File: src/rtl/frwl_pkg.sv
package frwl_pkg;

  localparam int QUEUE_DEPTH_DEF = 16;
  localparam int AGENT_COUNT     = 16;
  localparam int MAX_GRANTS      = 16;
  localparam int GRANT_W         = $clog2(MAX_GRANTS + 1);
  localparam int READER_W        = 5;
  localparam logic [READER_W-1:0] READER_MAX = 5'd31;

  localparam logic OP_LOCK     = 1'b0;
  localparam logic OP_RELEASE  = 1'b1;
  localparam logic MODE_SHARED = 1'b0;
  localparam logic MODE_EXCL   = 1'b1;

  typedef enum logic [2:0] {
    ST_GRANTED      = 3'd0,
    ST_QUEUED       = 3'd1,
    ST_REJECTED     = 3'd2,
    ST_RELEASED     = 3'd3,
    ST_FREE_RELEASE = 3'd4
  } status_t;

  typedef enum logic [1:0] {
    LK_FREE   = 2'd0,
    LK_SHARED = 2'd1,
    LK_EXCL   = 2'd2
  } lock_t;

  typedef enum logic [1:0] {
    S_IDLE  = 2'd0,
    S_READ  = 2'd1,
    S_EVAL  = 2'd2,
    S_FLUSH = 2'd3
  } state_t;

  typedef struct packed {
    logic       operation;
    logic [3:0] requester;
    logic       lock_mode;
  } in_item_t;

  typedef struct packed {
    status_t    status;
    logic [3:0] agent;
    logic       granted_mode;
    logic       last;
  } out_item_t;

  typedef struct packed {
    logic [3:0] agent;
    logic       mode;
  } queue_entry_t;

endpackage

File: src/rtl/frwl_queue.sv
module frwl_queue #(
  parameter int QUEUE_DEPTH = frwl_pkg::QUEUE_DEPTH_DEF
) (
  input  logic                           clk,
  input  logic                           wr_en,
  input  logic [$clog2(QUEUE_DEPTH)-1:0] wr_addr,
  input  frwl_pkg::queue_entry_t         wr_data,
  input  logic [$clog2(QUEUE_DEPTH)-1:0] rd_addr,
  output frwl_pkg::queue_entry_t         rd_data
);
  import frwl_pkg::*;

  queue_entry_t mem [QUEUE_DEPTH];
  queue_entry_t rd_data_r;

  always_ff @(posedge clk) begin
    if (wr_en) begin
      mem[wr_addr] <= wr_data;
    end
  end

  always_ff @(posedge clk) begin
    rd_data_r <= mem[rd_addr];
  end

  assign rd_data = rd_data_r;

endmodule

File: src/rtl/frwl_ctrl.sv
module frwl_ctrl #(
  parameter int QUEUE_DEPTH = frwl_pkg::QUEUE_DEPTH_DEF
) (
  input  logic                           clk,
  input  logic                           rst_n,
  input  logic                           in_valid,
  output logic                           in_stall,
  input  frwl_pkg::in_item_t             in_item,
  output logic                           out_valid,
  input  logic                           out_stall,
  output frwl_pkg::out_item_t            out_item,
  output logic                           wr_en,
  output logic [$clog2(QUEUE_DEPTH)-1:0] wr_addr,
  output frwl_pkg::queue_entry_t         wr_data,
  output logic [$clog2(QUEUE_DEPTH)-1:0] rd_addr,
  input  frwl_pkg::queue_entry_t         rd_data
);
  import frwl_pkg::*;

  localparam int AW = $clog2(QUEUE_DEPTH);
  localparam int CW = $clog2(QUEUE_DEPTH + 1);
  localparam int SW = AW + 1;

  state_t               state_r, state_nxt;
  lock_t                lock_r, lock_nxt;
  logic [READER_W-1:0]  rc_r, rc_nxt;
  logic [AW-1:0]        head_r, head_nxt;
  logic [CW-1:0]        count_r, count_nxt;
  logic [GRANT_W-1:0]   grants_r, grants_nxt;
  out_item_t            pend_r, pend_nxt;
  out_item_t            out_r, out_nxt;
  logic                 out_valid_r, out_valid_nxt;

  logic                 out_free;
  logic [SW-1:0]        tail_sum;
  logic [AW-1:0]        tail;
  logic                 full;
  logic                 bad_agent;
  logic [READER_W-1:0]  rc_dec;
  logic                 can_grant;
  logic [AW-1:0]        head_inc;

  always_ff @(posedge clk) begin
    if (!rst_n) begin
      state_r     <= S_IDLE;
      lock_r      <= LK_FREE;
      rc_r        <= '0;
      head_r      <= '0;
      count_r     <= '0;
      out_valid_r <= 1'b0;
    end else begin
      state_r     <= state_nxt;
      lock_r      <= lock_nxt;
      rc_r        <= rc_nxt;
      head_r      <= head_nxt;
      count_r     <= count_nxt;
      out_valid_r <= out_valid_nxt;
    end
  end

  always_ff @(posedge clk) begin
    grants_r <= grants_nxt;
    pend_r   <= pend_nxt;
    out_r    <= out_nxt;
  end

  // Shared compare/adjust unit: tail position, fullness, agent check, reader decrement, head step, grant check.
  assign tail_sum  = {1'b0, head_r} + SW'(count_r);
  assign tail      = (tail_sum >= SW'(QUEUE_DEPTH)) ? AW'(tail_sum - SW'(QUEUE_DEPTH))
                                                    : AW'(tail_sum);
  assign full      = (count_r >= CW'(QUEUE_DEPTH));
  assign bad_agent = (9'(in_item.requester) >= 9'(AGENT_COUNT));
  assign rc_dec    = (rc_r != '0) ? rc_r - 1'b1 : rc_r;
  assign head_inc  = (SW'(head_r) + 1'b1 >= SW'(QUEUE_DEPTH)) ? '0 : head_r + 1'b1;
  assign can_grant = (count_r != '0) && (grants_r < GRANT_W'(MAX_GRANTS)) &&
                     (rd_data.mode == MODE_EXCL ? (lock_r == LK_FREE)
                                                : (lock_r != LK_EXCL && rc_r < READER_MAX));

  assign out_free  = !out_valid_r || !out_stall;
  assign in_stall  = (state_r != S_IDLE);
  assign out_valid = out_valid_r;
  assign out_item  = out_r;
  assign rd_addr   = head_r;
  assign wr_addr   = tail;
  assign wr_data   = '{agent: in_item.requester, mode: in_item.lock_mode};

  always_comb begin
    state_nxt     = state_r;
    lock_nxt      = lock_r;
    rc_nxt        = rc_r;
    head_nxt      = head_r;
    count_nxt     = count_r;
    grants_nxt    = grants_r;
    pend_nxt      = pend_r;
    out_nxt       = out_r;
    out_valid_nxt = out_valid_r;
    wr_en         = 1'b0;

    if (out_valid_r && !out_stall) begin
      out_valid_nxt = 1'b0;
    end

    unique case (state_r)
      S_IDLE: begin
        if (in_valid) begin
          grants_nxt = '0;
          state_nxt  = S_READ;
          if (in_item.operation == OP_LOCK) begin
            pend_nxt = '{status: ST_REJECTED, agent: in_item.requester,
                         granted_mode: in_item.lock_mode, last: 1'b0};
            if (!full && !bad_agent) begin
              wr_en           = 1'b1;
              count_nxt       = count_r + 1'b1;
              pend_nxt.status = ST_QUEUED;
            end
          end else begin
            pend_nxt = '{status: ST_FREE_RELEASE, agent: in_item.requester,
                         granted_mode: MODE_SHARED, last: 1'b0};
            if (lock_r != LK_FREE) begin
              pend_nxt.status = ST_RELEASED;
              if (lock_r == LK_SHARED) begin
                rc_nxt = rc_dec;
                if (rc_dec == '0) begin
                  lock_nxt = LK_FREE;
                end
              end else begin
                lock_nxt = LK_FREE;
                rc_nxt   = '0;
              end
            end
          end
        end
      end
      // head entry is read this cycle, valid in S_EVAL
      S_READ: begin
        state_nxt = S_EVAL;
      end
      S_EVAL: begin
        if (out_free) begin
          out_valid_nxt = 1'b1;
          out_nxt       = pend_r;
          if (can_grant) begin
            out_nxt.last = 1'b0;
            pend_nxt     = '{status: ST_GRANTED, agent: rd_data.agent,
                             granted_mode: rd_data.mode, last: 1'b0};
            head_nxt     = head_inc;
            count_nxt    = count_r - 1'b1;
            grants_nxt   = grants_r + 1'b1;
            if (rd_data.mode == MODE_EXCL) begin
              lock_nxt  = LK_EXCL;
              state_nxt = S_FLUSH;
            end else begin
              lock_nxt  = LK_SHARED;
              rc_nxt    = rc_r + 1'b1;
              state_nxt = S_READ;
            end
          end else begin
            out_nxt.last = 1'b1;
            state_nxt    = S_IDLE;
          end
        end
      end
      S_FLUSH: begin
        if (out_free) begin
          out_valid_nxt = 1'b1;
          out_nxt       = pend_r;
          out_nxt.last  = 1'b1;
          state_nxt     = S_IDLE;
        end
      end
      default: begin
        state_nxt = S_IDLE;
      end
    endcase
  end

endmodule

File: src/rtl/fair_reader_writer_lock_arbiter_core.sv
// Reader-writer lock arbiter with a first-come pending queue.
// Input channel (in_valid / in_stall / in_item): one beat is a lock request
// (shared or exclusive) or a release. in_stall is high while an item is being
// worked on; a new beat is taken only when the block is idle.
// Output channel (out_valid / out_stall / out_item): every input beat yields an
// acknowledge beat followed by one beat per grant; last marks the final beat.
// Sequence: the acknowledge is loaded into the output register after the accepted
// input beat passes through S_READ and S_EVAL, a shared grant after a further
// S_READ and S_EVAL, an exclusive grant from S_FLUSH, and the block takes the
// next input in the cycle after the last beat is loaded. The pacing is set by
// the single queue memory read port: each grant reads the head entry, then
// checks it against the lock state in the next cycle.
// A stalled output beat holds in the output register and the sequencer waits
// for it; nothing is dropped.
// Reset (synchronous, active low) frees the lock, empties the queue and
// drops any output beat; queue contents are not cleared.
module fair_reader_writer_lock_arbiter_core #(
  parameter int QUEUE_DEPTH = frwl_pkg::QUEUE_DEPTH_DEF
) (
  input  logic                clk,
  input  logic                rst_n,
  input  logic                in_valid,
  output logic                in_stall,
  input  frwl_pkg::in_item_t  in_item,
  output logic                out_valid,
  input  logic                out_stall,
  output frwl_pkg::out_item_t out_item
);
  import frwl_pkg::*;

  localparam int AW = $clog2(QUEUE_DEPTH);

  logic          wr_en;
  logic [AW-1:0] wr_addr;
  logic [AW-1:0] rd_addr;
  queue_entry_t  wr_data;
  queue_entry_t  rd_data;

  frwl_ctrl #(
    .QUEUE_DEPTH(QUEUE_DEPTH)
  ) u_ctrl (
    .clk       (clk),
    .rst_n     (rst_n),
    .in_valid  (in_valid),
    .in_stall  (in_stall),
    .in_item   (in_item),
    .out_valid (out_valid),
    .out_stall (out_stall),
    .out_item  (out_item),
    .wr_en     (wr_en),
    .wr_addr   (wr_addr),
    .wr_data   (wr_data),
    .rd_addr   (rd_addr),
    .rd_data   (rd_data)
  );

  frwl_queue #(
    .QUEUE_DEPTH(QUEUE_DEPTH)
  ) u_queue (
    .clk     (clk),
    .wr_en   (wr_en),
    .wr_addr (wr_addr),
    .wr_data (wr_data),
    .rd_addr (rd_addr),
    .rd_data (rd_data)
  );

endmodule

File: config.mk
export PLATFORM = sky130hd
export DESIGN_NAME = fair_reader_writer_lock_arbiter_core
export DESIGN_NICKNAME = d
export VERILOG_FILES = /design/src/rtl/frwl_pkg.sv /design/src/rtl/frwl_queue.sv /design/src/rtl/frwl_ctrl.sv /design/src/rtl/fair_reader_writer_lock_arbiter_core.sv
export SDC_FILE = /design/constraint.sdc
export NUM_CORES = 1
export LEC_CHECK = 0
export ABC_AREA = 0
export BUFFER_PORTS_ARGS = -buffer_cell sky130_fd_sc_hd__buf_4
export CORE_MARGIN = 10
export CORE_UTILIZATION = 64
export CTS_BUF_LIST = sky130_fd_sc_hd__clkbuf_8
export DETAILED_ROUTE_END_ITERATION = 12
export PLACE_DENSITY = 0.88
export SETUP_SLACK_MARGIN = 0.2
export SYNTH_ARGS = -nofsm -noshare
export SYNTH_HDL_FRONTEND = slang
export SYNTH_SLANG_ARGS = --single-unit
File: constraint.sdc
create_clock -name clk -period 2.5 [get_ports clk]
set_input_delay 0.125 -clock clk [delete_from_list [all_inputs] [get_ports clk]]
set_output_delay 0.125 -clock clk [all_outputs]
set_load 0.005 [all_outputs]
# [Yosys cells after proc, flatten, opt, wreduce, memory -nomap -nowiden]
# Memories as Yosys holds them, arrays and structs flattened. A register that Yosys moved wholly into a read port is not among the register bits.
# Index checks and enable logic that the tools add are counted.
[op_classes] n_addsub=9 magnitude_cmp=5 eq_ne=15 n_mux=57 reduce_logical=24
[ops] operator="$mux 5" count=16
[ops] operator="$mux 9" count=6
[ops] operator="$pmux 9 s2" count=2
[ops] operator="$pmux 5 s2" count=3
[ops] operator="$mux 2" count=14
[ops] operator="$add 5x1->5 const B" count=3
[ops] operator="$ge 5x5->1 const B" count=3
[ops] operator="$reduce_and 7->1" count=2
[ops] operator="$ne 2x2->1 const B" count=6
[ops] operator="$mux 1" count=11
[ops] operator="$lt 5x5->1 const B" count=2
[ops] operator="$reduce_bool 5->1" count=2
[ops] operator="$sub 5x1->5 const B" count=2
[ops] operator="$reduce_and 3->1" count=3
[ops] operator="$mux 4" count=2
[ops] operator="$ne 2x1->1 const B" count=4
[ops] operator="$pmux 2 s4" count=1
[ops] operator="$reduce_bool 2->1" count=4
[ops] operator="$reduce_and 6->1" count=1
[ops] operator="$add 4x1->5 const B" count=1
[ops] operator="$add 4x5->5" count=1
[ops] operator="$logic_not 5->1" count=1
[ops] operator="$add 4x1->4 const B" count=1
[ops] operator="$eq 2x1->1 const B" count=2
[ops] operator="11 further kinds" count=17
[totals] ff_bits=41 ram_bits=80 in_bits=10 output_inout_bits=11 word_cells=125 n_memories=1
[mem_list] memory="u_queue.mem" words=16 word_bits=5 read_ports=1 rd_ports_with_merged_regs=1 write_ports=1 line="frwl_queue.sv:13" text="queue_entry_t mem [QUEUE_DEPTH];"

# [Logic depth before layout (Yosys ltp)]
# Gate-level depths: netlist (run 1).
[logic_depth] ltp_word=9 mapped_depth=9 ltp_nobuf=8

# [Hierarchy]
# From an unflattened synthesis (run 1), not the netlist that was laid out.
[unflattened] hier_cells=388 hier_area_um2=5469.0
[by_module_without_submodules] mod="frwl_queue" n_inst=1 cells_each=155 area_each_um2=3213.1 seq_area_each_um2=2502.4
[by_module_without_submodules] mod="frwl_ctrl" n_inst=1 cells_each=233 area_each_um2=2255.9 seq_area_each_um2=1041.0

# [Worst setup path after synthesis (run 1)]
# No wires, ideal clock.
[synth_path] path_type="flip-flop to flip-flop" from="register u_ctrl.state_r[0]" to="register u_ctrl.count_r[4]" setup_time_ns=0.072 arrival_time_ns=2.016 t_required_ns=2.428 path_slack_ns=0.413 stages_incl_launch_ff=10 path_buffers=2 period_less_slack_ns=2.087 cell_sequence="dfxtp_1 nand2b_1 clkbuf_1 clkbuf_1 fa_1 nor2b_1 o21ai_0 a21oi_1 a211oi_2 mux2i_1"
[synth_via] elab_chain_cells=3 elab_cells_between_ends=10 classes_between="6 x eq/ne; 1 x mux; 3 x reduce/logical"
[synth_rtl] item="start: declaration" line="frwl_ctrl.sv:24" text="state_t state_r, state_nxt;"
[synth_rtl] item="start signal: assignment" line="frwl_ctrl.sv:52" text="state_r <= state_nxt;"
[synth_rtl] item="$eq 2x2->1 or $logic_not 2->1 (tied branches)" line="frwl_ctrl.sv:103" text="unique case (state_r)"
[synth_rtl] item="$ne 2x1->1 (no source line) (tied with other cells)"
[synth_rtl] item="$reduce_and 6->1 (no source line)"
[synth_rtl] item="end signal: assignment" line="frwl_ctrl.sv:56" text="count_r <= count_nxt;"
[synth_rtl] item="end: declaration" line="frwl_ctrl.sv:28" text="logic [CW-1:0] count_r, count_nxt;"
# Several ways; a longest one is shown, not always the timed one.
# A chain may end at the register's enable or synchronous reset.

# [Worst setup path in the final report (run 1)]
[layout_path] from="register u_ctrl.count_r[0]" to="memory u_queue.mem[4][4] (netlist name), enable pin"
[layout_via] elab_chain_cells=7 elab_cells_between_ends=11 classes_between="2 x add/sub; 2 x order compare; 7 x mux"
[layout_rtl] item="$ge 5x5->1" line="frwl_ctrl.sv:71" text="assign full = (count_r >= CW'(QUEUE_DEPTH));"
[layout_rtl] item="$mux 1" line="frwl_ctrl.sv:111" text="if (!full && !bad_agent) begin"
[layout_rtl] item="$mux 1" line="frwl_ctrl.sv:108" text="if (in_item.operation == OP_LOCK) begin"
[layout_rtl] item="$mux 1" line="frwl_ctrl.sv:105" text="if (in_valid) begin"
[layout_rtl] item="$mux 1" line="frwl_ctrl.sv:103"
[layout_rtl] item="$mux 1" line="frwl_queue.sv:17" text="if (wr_en) begin"
[layout_rtl] item="$mux 1 (implied by the code)" line="frwl_queue.sv:18" text="mem[wr_addr] <= wr_data;"
[layout_rtl] item="end: declaration" line="frwl_queue.sv:13"
# Several ways; a longest one is shown, not always the timed one.

==> flow_summary.json, run 1 <==
{
  "outcome": "finished clean",
  "required_ns": 2.59,
  "worstMarginPinSlew_ns": 0.517,
  "final_common_cell": "edfxtp_1",
  "drt-initial-drc-count": 292,
  "synth_flop_cell": "edfxtp_1",
  "skew_ns": 0.0109,
  "antenna_found_initial": 0,
  "ys_async_sr_fraction_pct": 0,
  "grt_pass1_wl_mm": 18.7,
  "die_w_um": 113,
  "fin_hold_ws_ns": 0.0386,
  "globalplace.congestion": 0.842,
  "rsz0062_at_grt": "true",
  "core-area_um2": 8300,
  "synth_top_area_share_pct": 55.8,
  "layout.cells.non_filler": 539,
  "numPlacedInstances": 505,
  "post-synth-top-area-cell": "edfxtp_1",
  "dieArea_um2": 12700,
  "drv_cap": 0,
  "synth_seq_cells": 126,
  "htreeDepth": 4,
  "start_util_pct": 66.2,
  "clock_path_buffers": 2,
  "netlist_instances": 386,
  "pwr-share-clk_pct": 38.2,
  "finalSetupViolations": 0,
  "most-common-layout-cells": "102 x edfxtp_1, 34 x nand2_1, 30 x buf_4",
  "drive_above_1_share_pct": 25.1,
  "seq_area_frac_synth_pct": 64.5,
  "nets": 443,
  "netlist_area_um2": 5490,
  "sequentialPowerShare_pct": 54.3,
  "cts_buffers": 17,
  "final_core_util_pct": 75.0,
  "slew_headroom_pct": 65.2,
  "die_h_um": 113,
  "hold_depth": 1,
  "synth_nets": 408,
  "grt_pass1_vias": 3499,
  "cp-end-kind": "flop",
  "insertion_delay_ns": 0.44,
  "ys_types": 57,
  "cts.sinks": 126,
  "routed_via_density": 6.38,
  "core.rowCount": 33,
  "report.final.slew_viol_count": 0,
  "p_switching_mw": 1.17,
  "num_vias": 3437,
  "wire_per_inst_um": 21.2,
  "syn_to_final_growth_pct": 13.4,
  "p_int_mw": 3.20,
  "numPortBuffers": 20,
  "synth_area_leaders": "edfxtp_1 56%, dfxtp_1 8.7%, mux4_2 8.2%, nand2_1 2.3%, nor2_1 2.3%",
  "cts_tree": "done",
  "synth-edff-count": 102,
  "n_antenna_cell": 0,
  "comb_power_share_pct": 7.4,
  "hold_path_class": "in -> reg",
  "ant_nets": 0,
  "final.period_utilization_pct": 92.6,
  "final-hold-violation-count": 0,
  "pre_cts_ws_ns": 0.207,
  "wl_mm": 11.4,
  "grt_max_degree": 26,
  "pin_count": 21,
  "powerDensity_nw_per_um2": 702,
  "cts-root-buf": "clkbuf_8",
  "setup_ws_ns": 0.185,
  "path_class": "reg -> reg",
  "worst_setup_path_start_kind": "flop",
  "fin_crit_ns": 2.31,
  "clkSlewWorstSetupHoldPaths_ns": 0.08,
  "p_sw_share_pct": 26.7,
  "avgSynthCellArea_um2": 14.2,
  "cp_max_fo": 5,
  "remaining_drc_errors": 0,
  "leakagePower_nw": 2.16,
  "dr.pass1.iters": 5,
  "fmax_mhz": 432,
  "hpwl_mm": 7.67,
  "grt.total_usage_pct": 18.6,
  "peakVddDrop_uv": 514,
  "fillerInstances": 484,
  "grt-ovfl-total": 0,
  "tns_ns": 0,
  "reg2reg_depth": 4,
  "yosys_warnings": 0,
  "cp.arrival_ns": 2.40
}
[per-layer routing]
metal  GRT usage, %  up-vias  part of all wire, %
met2           30.7      170                   51
met3           4.69       35                  6.4
met1           22.8     1696                   40
li1               -     1536                    -
met5              0        -                    0
met4           7.53        0                  2.7
[state kept, by name, summed over array words and instances, names as in the netlist, 2 cells and up]
signal / cells
u_queue.mem: 80
u_ctrl.out_item: 9
u_ctrl.pend_r: 8
u_ctrl.count_r: 5
u_ctrl.grants_r: 5
u_ctrl.rc_r: 5
u_queue.rd_data: 5
u_ctrl.rd_addr: 4
u_ctrl.lock_r: 2
u_ctrl.state_r: 2
[cells by family after synthesis]
kind of cell	after synthesis	synth area share, %
compound gates	58	7.66
simple gates	121	10.9
buf+inv	28	2.12
mux	28	9.75
xor+xnor	13	2.07
flops	126	64.5
fa+ha+maj	12	3.01
[what timing repair did]
action	in CTS	in global routing
hold buffers	2	0
endpoints found under the hold margin	2	0
buffers inserted	0	0
setup endpoints to repair	0	99
gates resized for setup	0	17
[worst max-delay path, stage by stage, from the launching register on]
cell	delay, ns
dfxtp_1	0.39
ha_1	0.21
fa_1	0.47
or3_1	0.49
nor2_1	0.40
[final timing paths]
| kind | from | endpoint | slack (ns) |
|---|---|---|---|
| max | u_ctrl.count_r[0] | u_queue.mem[4][4] | 0.19 |
| min | in_item[4] | u_queue.mem[1][4] | 0.04 |
| max reg2reg | u_ctrl.count_r[0] | u_queue.mem[4][4] | 0.19 |
| min reg2reg | u_ctrl.pend_r[8] | u_ctrl.out_item[8] | 0.42 |
[power by group through the flow]
stage	Sequential, mW	Combinational [mW]	Clock (mW)
6_report	2.37	0.325	1.67
5_1_grt	2.38	0.358	1.78
4_1_cts	2.37	0.319	1.69
3_5_place_dp	2.42	0.314	0
3_3_place_gp	2.42	0.302	0
2_1_floorplan	2.41	0.197	0
[synth_stat cells (all sizes together) (3+ instances only)]
cell type and instances:
a211oi 9, a21oi 25, and2 5, buf 6, clkbuf 10, dfxtp 24, edfxtp 102, ha 10
inv 11, mux2i 7, mux4 20, nand2 35, nand2b 3, nand3 13, nand4 3, nor2 34
nor2b 7, nor3 5, o21ai 6, or3 4, xnor2 8, xor2 5
[cell type report]
type / instances / area, um2 / share of cell area [%]
inverters: 12 / 45.0 / 0.723
repair buffers: 32 / 245 / 3.94
flip-flops and latches: 126 / 3540 / 56.9
well taps: 105 / 131 / 2.11
clock buffers: 17 / 234 / 3.76
clock inverters: 15 / 141 / 2.27
multi-input cells: 232 / 1890 / 30.3
[metrics by stage]
stage                     instance area, um2  power [mW]
after floorplan                         5490        2.61
after global placement                  5780        2.72
after detailed placement                5780        2.74
after CTS                               6170        4.39
after global routing                    6230        4.52
final                                   6230        4.37
Power figures use the tool's default switching activity.
==> run 2, diff against run 1 <==
- SYNTH_HIERARCHICAL: unset -> 1
- clock period: 2.5 -> 2.43 ns (I/O delays scaled with it)
==> run 2 against run 1 <==
  * Via count grew 4.6%
  * First-iteration DRC count grew 58%
  * Synthesized cell count grew 0.52%
  * Largest power group unchanged
==> flow_summary.json, run 2 <==
{
  "synth_flop_cell": "edfxtp_1",
  "report.final.slew_viol_count": 0,
  "netlist_area_um2": 5470,
  "fin_crit_ns": 2.27,
  "hold_depth": 1,
  "hpwl_mm": 7.92,
  "grt_max_degree": 26,
  "n_antenna_cell": 0,
  "fillerInstances": 443,
  "avgSynthCellArea_um2": 14.1,
  "synth_area_leaders": "edfxtp_1 56%, dfxtp_1 8.8%, mux4_2 8.2%, nand2_1 2.5%, ha_1 2.3%",
  "cp_slowest_cell": "fa_2",
  "cts_tree": "done",
  "path_class": "reg -> reg",
  "ys_types": 52,
  "cp_max_fo": 7,
  "reg2reg_depth": 6,
  "antenna_found_initial": 0,
  "insertion_delay_ns": 0.44,
  "rsz0062_at_grt": "true",
  "final.period_utilization_pct": 93.5,
  "crit_chain": "ha_2 -> inv_1 -> fa_2 -> inv_1 -> nand2_1 -> nor2_2",
  "numPortBuffers": 20,
  "drive_above_1_share_pct": 27.3,
  "drv_cap": 0,
  "yosys_warnings": 6,
  "clock_path_buffers": 2,
  "ant_nets": 0,
  "final-hold-violation-count": 0,
  "htreeDepth": 4,
  "most-common-layout-cells": "102 x edfxtp_1, 39 x buf_4, 37 x nand2_1",
  "clkSlewWorstSetupHoldPaths_ns": 0.08,
  "post-synth-top-count-cell": "edfxtp_1",
  "worstMarginPinSlew_ns": 0.652,
  "wire_per_inst_um": 23.4,
  "num_vias": 3594,
  "fin_hold_ws_ns": 0.0224,
  "syn_to_final_growth_pct": 15.4,
  "peakVddDrop_uv": 535,
  "synth_seq_cells": 126,
  "slew_headroom_pct": 56.1,
  "pin_count": 21,
  "outcome": "finished clean",
  "die_w_um": 112,
  "tns_ns": 0,
  "cp_common_cell": "inv_1",
  "dr.pass1.iters": 5,
  "grt.total_usage_pct": 20.1,
  "grt_pass1_wl_mm": 19.8,
  "core-area_um2": 8260,
  "grt_pass1_vias": 3607,
  "cts-root-buf": "clkbuf_8",
  "worst_setup_path_start_kind": "flop",
  "cts.sinks": 126,
  "globalplace.congestion": 0.858,
  "ys_async_sr_fraction_pct": 0,
  "synth_top_area_share_pct": 56.0,
  "required_ns": 2.55,
  "powerDensity_nw_per_um2": 753,
  "start_util_pct": 66.2,
  "cp-end-kind": "flop",
  "cts_buffers": 17,
  "largest_reg_flops": 80,
  "hold_path_class": "in -> reg",
  "netlist_instances": 388,
  "finalSetupViolations": 0,
  "largest-register": "u_queue/mem",
  "dieArea_um2": 12600,
  "seq_area_frac_synth_pct": 64.8,
  "synth_nets": 410,
  "core.rowCount": 33,
  "nets": 453,
  "routed_via_density": 6.55,
  "crit_path_max_incr_delay_ns": 0.44,
  "synth-edff-count": 102,
  "leakagePower_nw": 2.22,
  "drt-initial-drc-count": 461,
  "fmax_mhz": 440,
  "skew_ns": 0.00944,
  "final_common_cell": "edfxtp_1",
  "die_h_um": 112,
  "cp.arrival_ns": 2.39,
  "remaining_drc_errors": 0,
  "post-synth-top-area-cell": "edfxtp_1",
  "synth_common_cells": "102 x edfxtp_1, 37 x nand2_1, 32 x nor2_1",
  "wl_mm": 12.8,
  "grt-ovfl-total": 0
}
-- run 2: layout make-up --
class                      count  area [um2]  area share, %
clock buffer                  17         234           3.71
clock inverter                15         155           2.46
inverter                      17        76.3           1.21
multi-input combinational    229        1860           29.5
sequential                   126        3550           56.2
tap                          105         131           2.08
timing repair buffer          40         303           4.80
-- run 2: critical path, delay by kind of cell, from the launching register on --
kind	cells	cell delay (ns)
adder cells (fa/ha/maj)	2	0.62
AND/OR/NAND/NOR	2	0.60
flip-flops	1	0.36
buffers and inverters	2	0.36
-- run 2: stage by stage --
| stage | std cells | util, % | area [um2] | power, mW | setup WS, ns |
|---|---|---|---|---|---|
| 2_1_floorplan | 388 | - | 5480 | 2.81 | 0.172 |
| 3_3_place_gp | 515 | 70.2 | 5800 | 2.93 | 0.140 |
| 3_5_place_dp | 515 | 70.2 | 5800 | 2.96 | 0.00372 |
| 4_1_cts | 548 | 75.3 | 6220 | 4.73 | 0.206 |
| 5_1_grt | 549 | 76.4 | 6310 | 4.91 | 0.0698 |
| 6_report | 549 | 76.4 | 6310 | 4.75 | 0.159 |
-- run 2: kinds of logic after synthesis --
logic type / count (synthesis) / synth area share [%]
AO/OA/AOI/OAI: 50 / 6.18
XOR/XNOR: 11 / 1.76
adder cells (fa/ha/maj): 12 / 3.02
buffers and inverters: 33 / 3.25
flip-flops: 126 / 64.8
multiplexers: 25 / 9.15
AND/OR/NAND/NOR: 131 / 11.9
-- run 2: path summary, 6_finish.rpt --
path                           from                 end  slack (ns)
setup / recovery  u_ctrl/count_r[0]  u_queue/mem[15][0]        0.16
setup reg to reg  u_ctrl/count_r[0]  u_queue/mem[15][0]        0.16
hold reg to reg    u_ctrl/pend_r[1]  u_ctrl/out_item[1]        0.43
hold / removal           in_item[2]   u_queue/mem[6][2]        0.02
-- run 2: repair_timing --
| item | CTS | global route |
|---|---|---|
| hold endpoints to repair | 2 | 0 |
| resized for setup | 9 | 20 |
| hold buffers | 1 | 0 |
| pin swaps | 1 | 3 |
| buffers inserted | 0 | 1 |
| setup endpoints to repair | 41 | 79 |
-- run 2: layer usage --
layer  wire (um)  GRT usage, %  vias to the layer above
met5           0             0                        -
met2        6450          33.4                      222
met3         927          5.48                       53
met4         577          9.48                        0
li1            -             -                     1545
met1        4870          23.8                     1774
-- run 2: power breakdown --
part	total (mW)	internal, mW	switching, mW
Combinational	0.482	0.184	0.299
Clock	1.78	0.847	0.935
Sequential	2.49	2.43	0.0578
Total	4.75	3.46	1.29
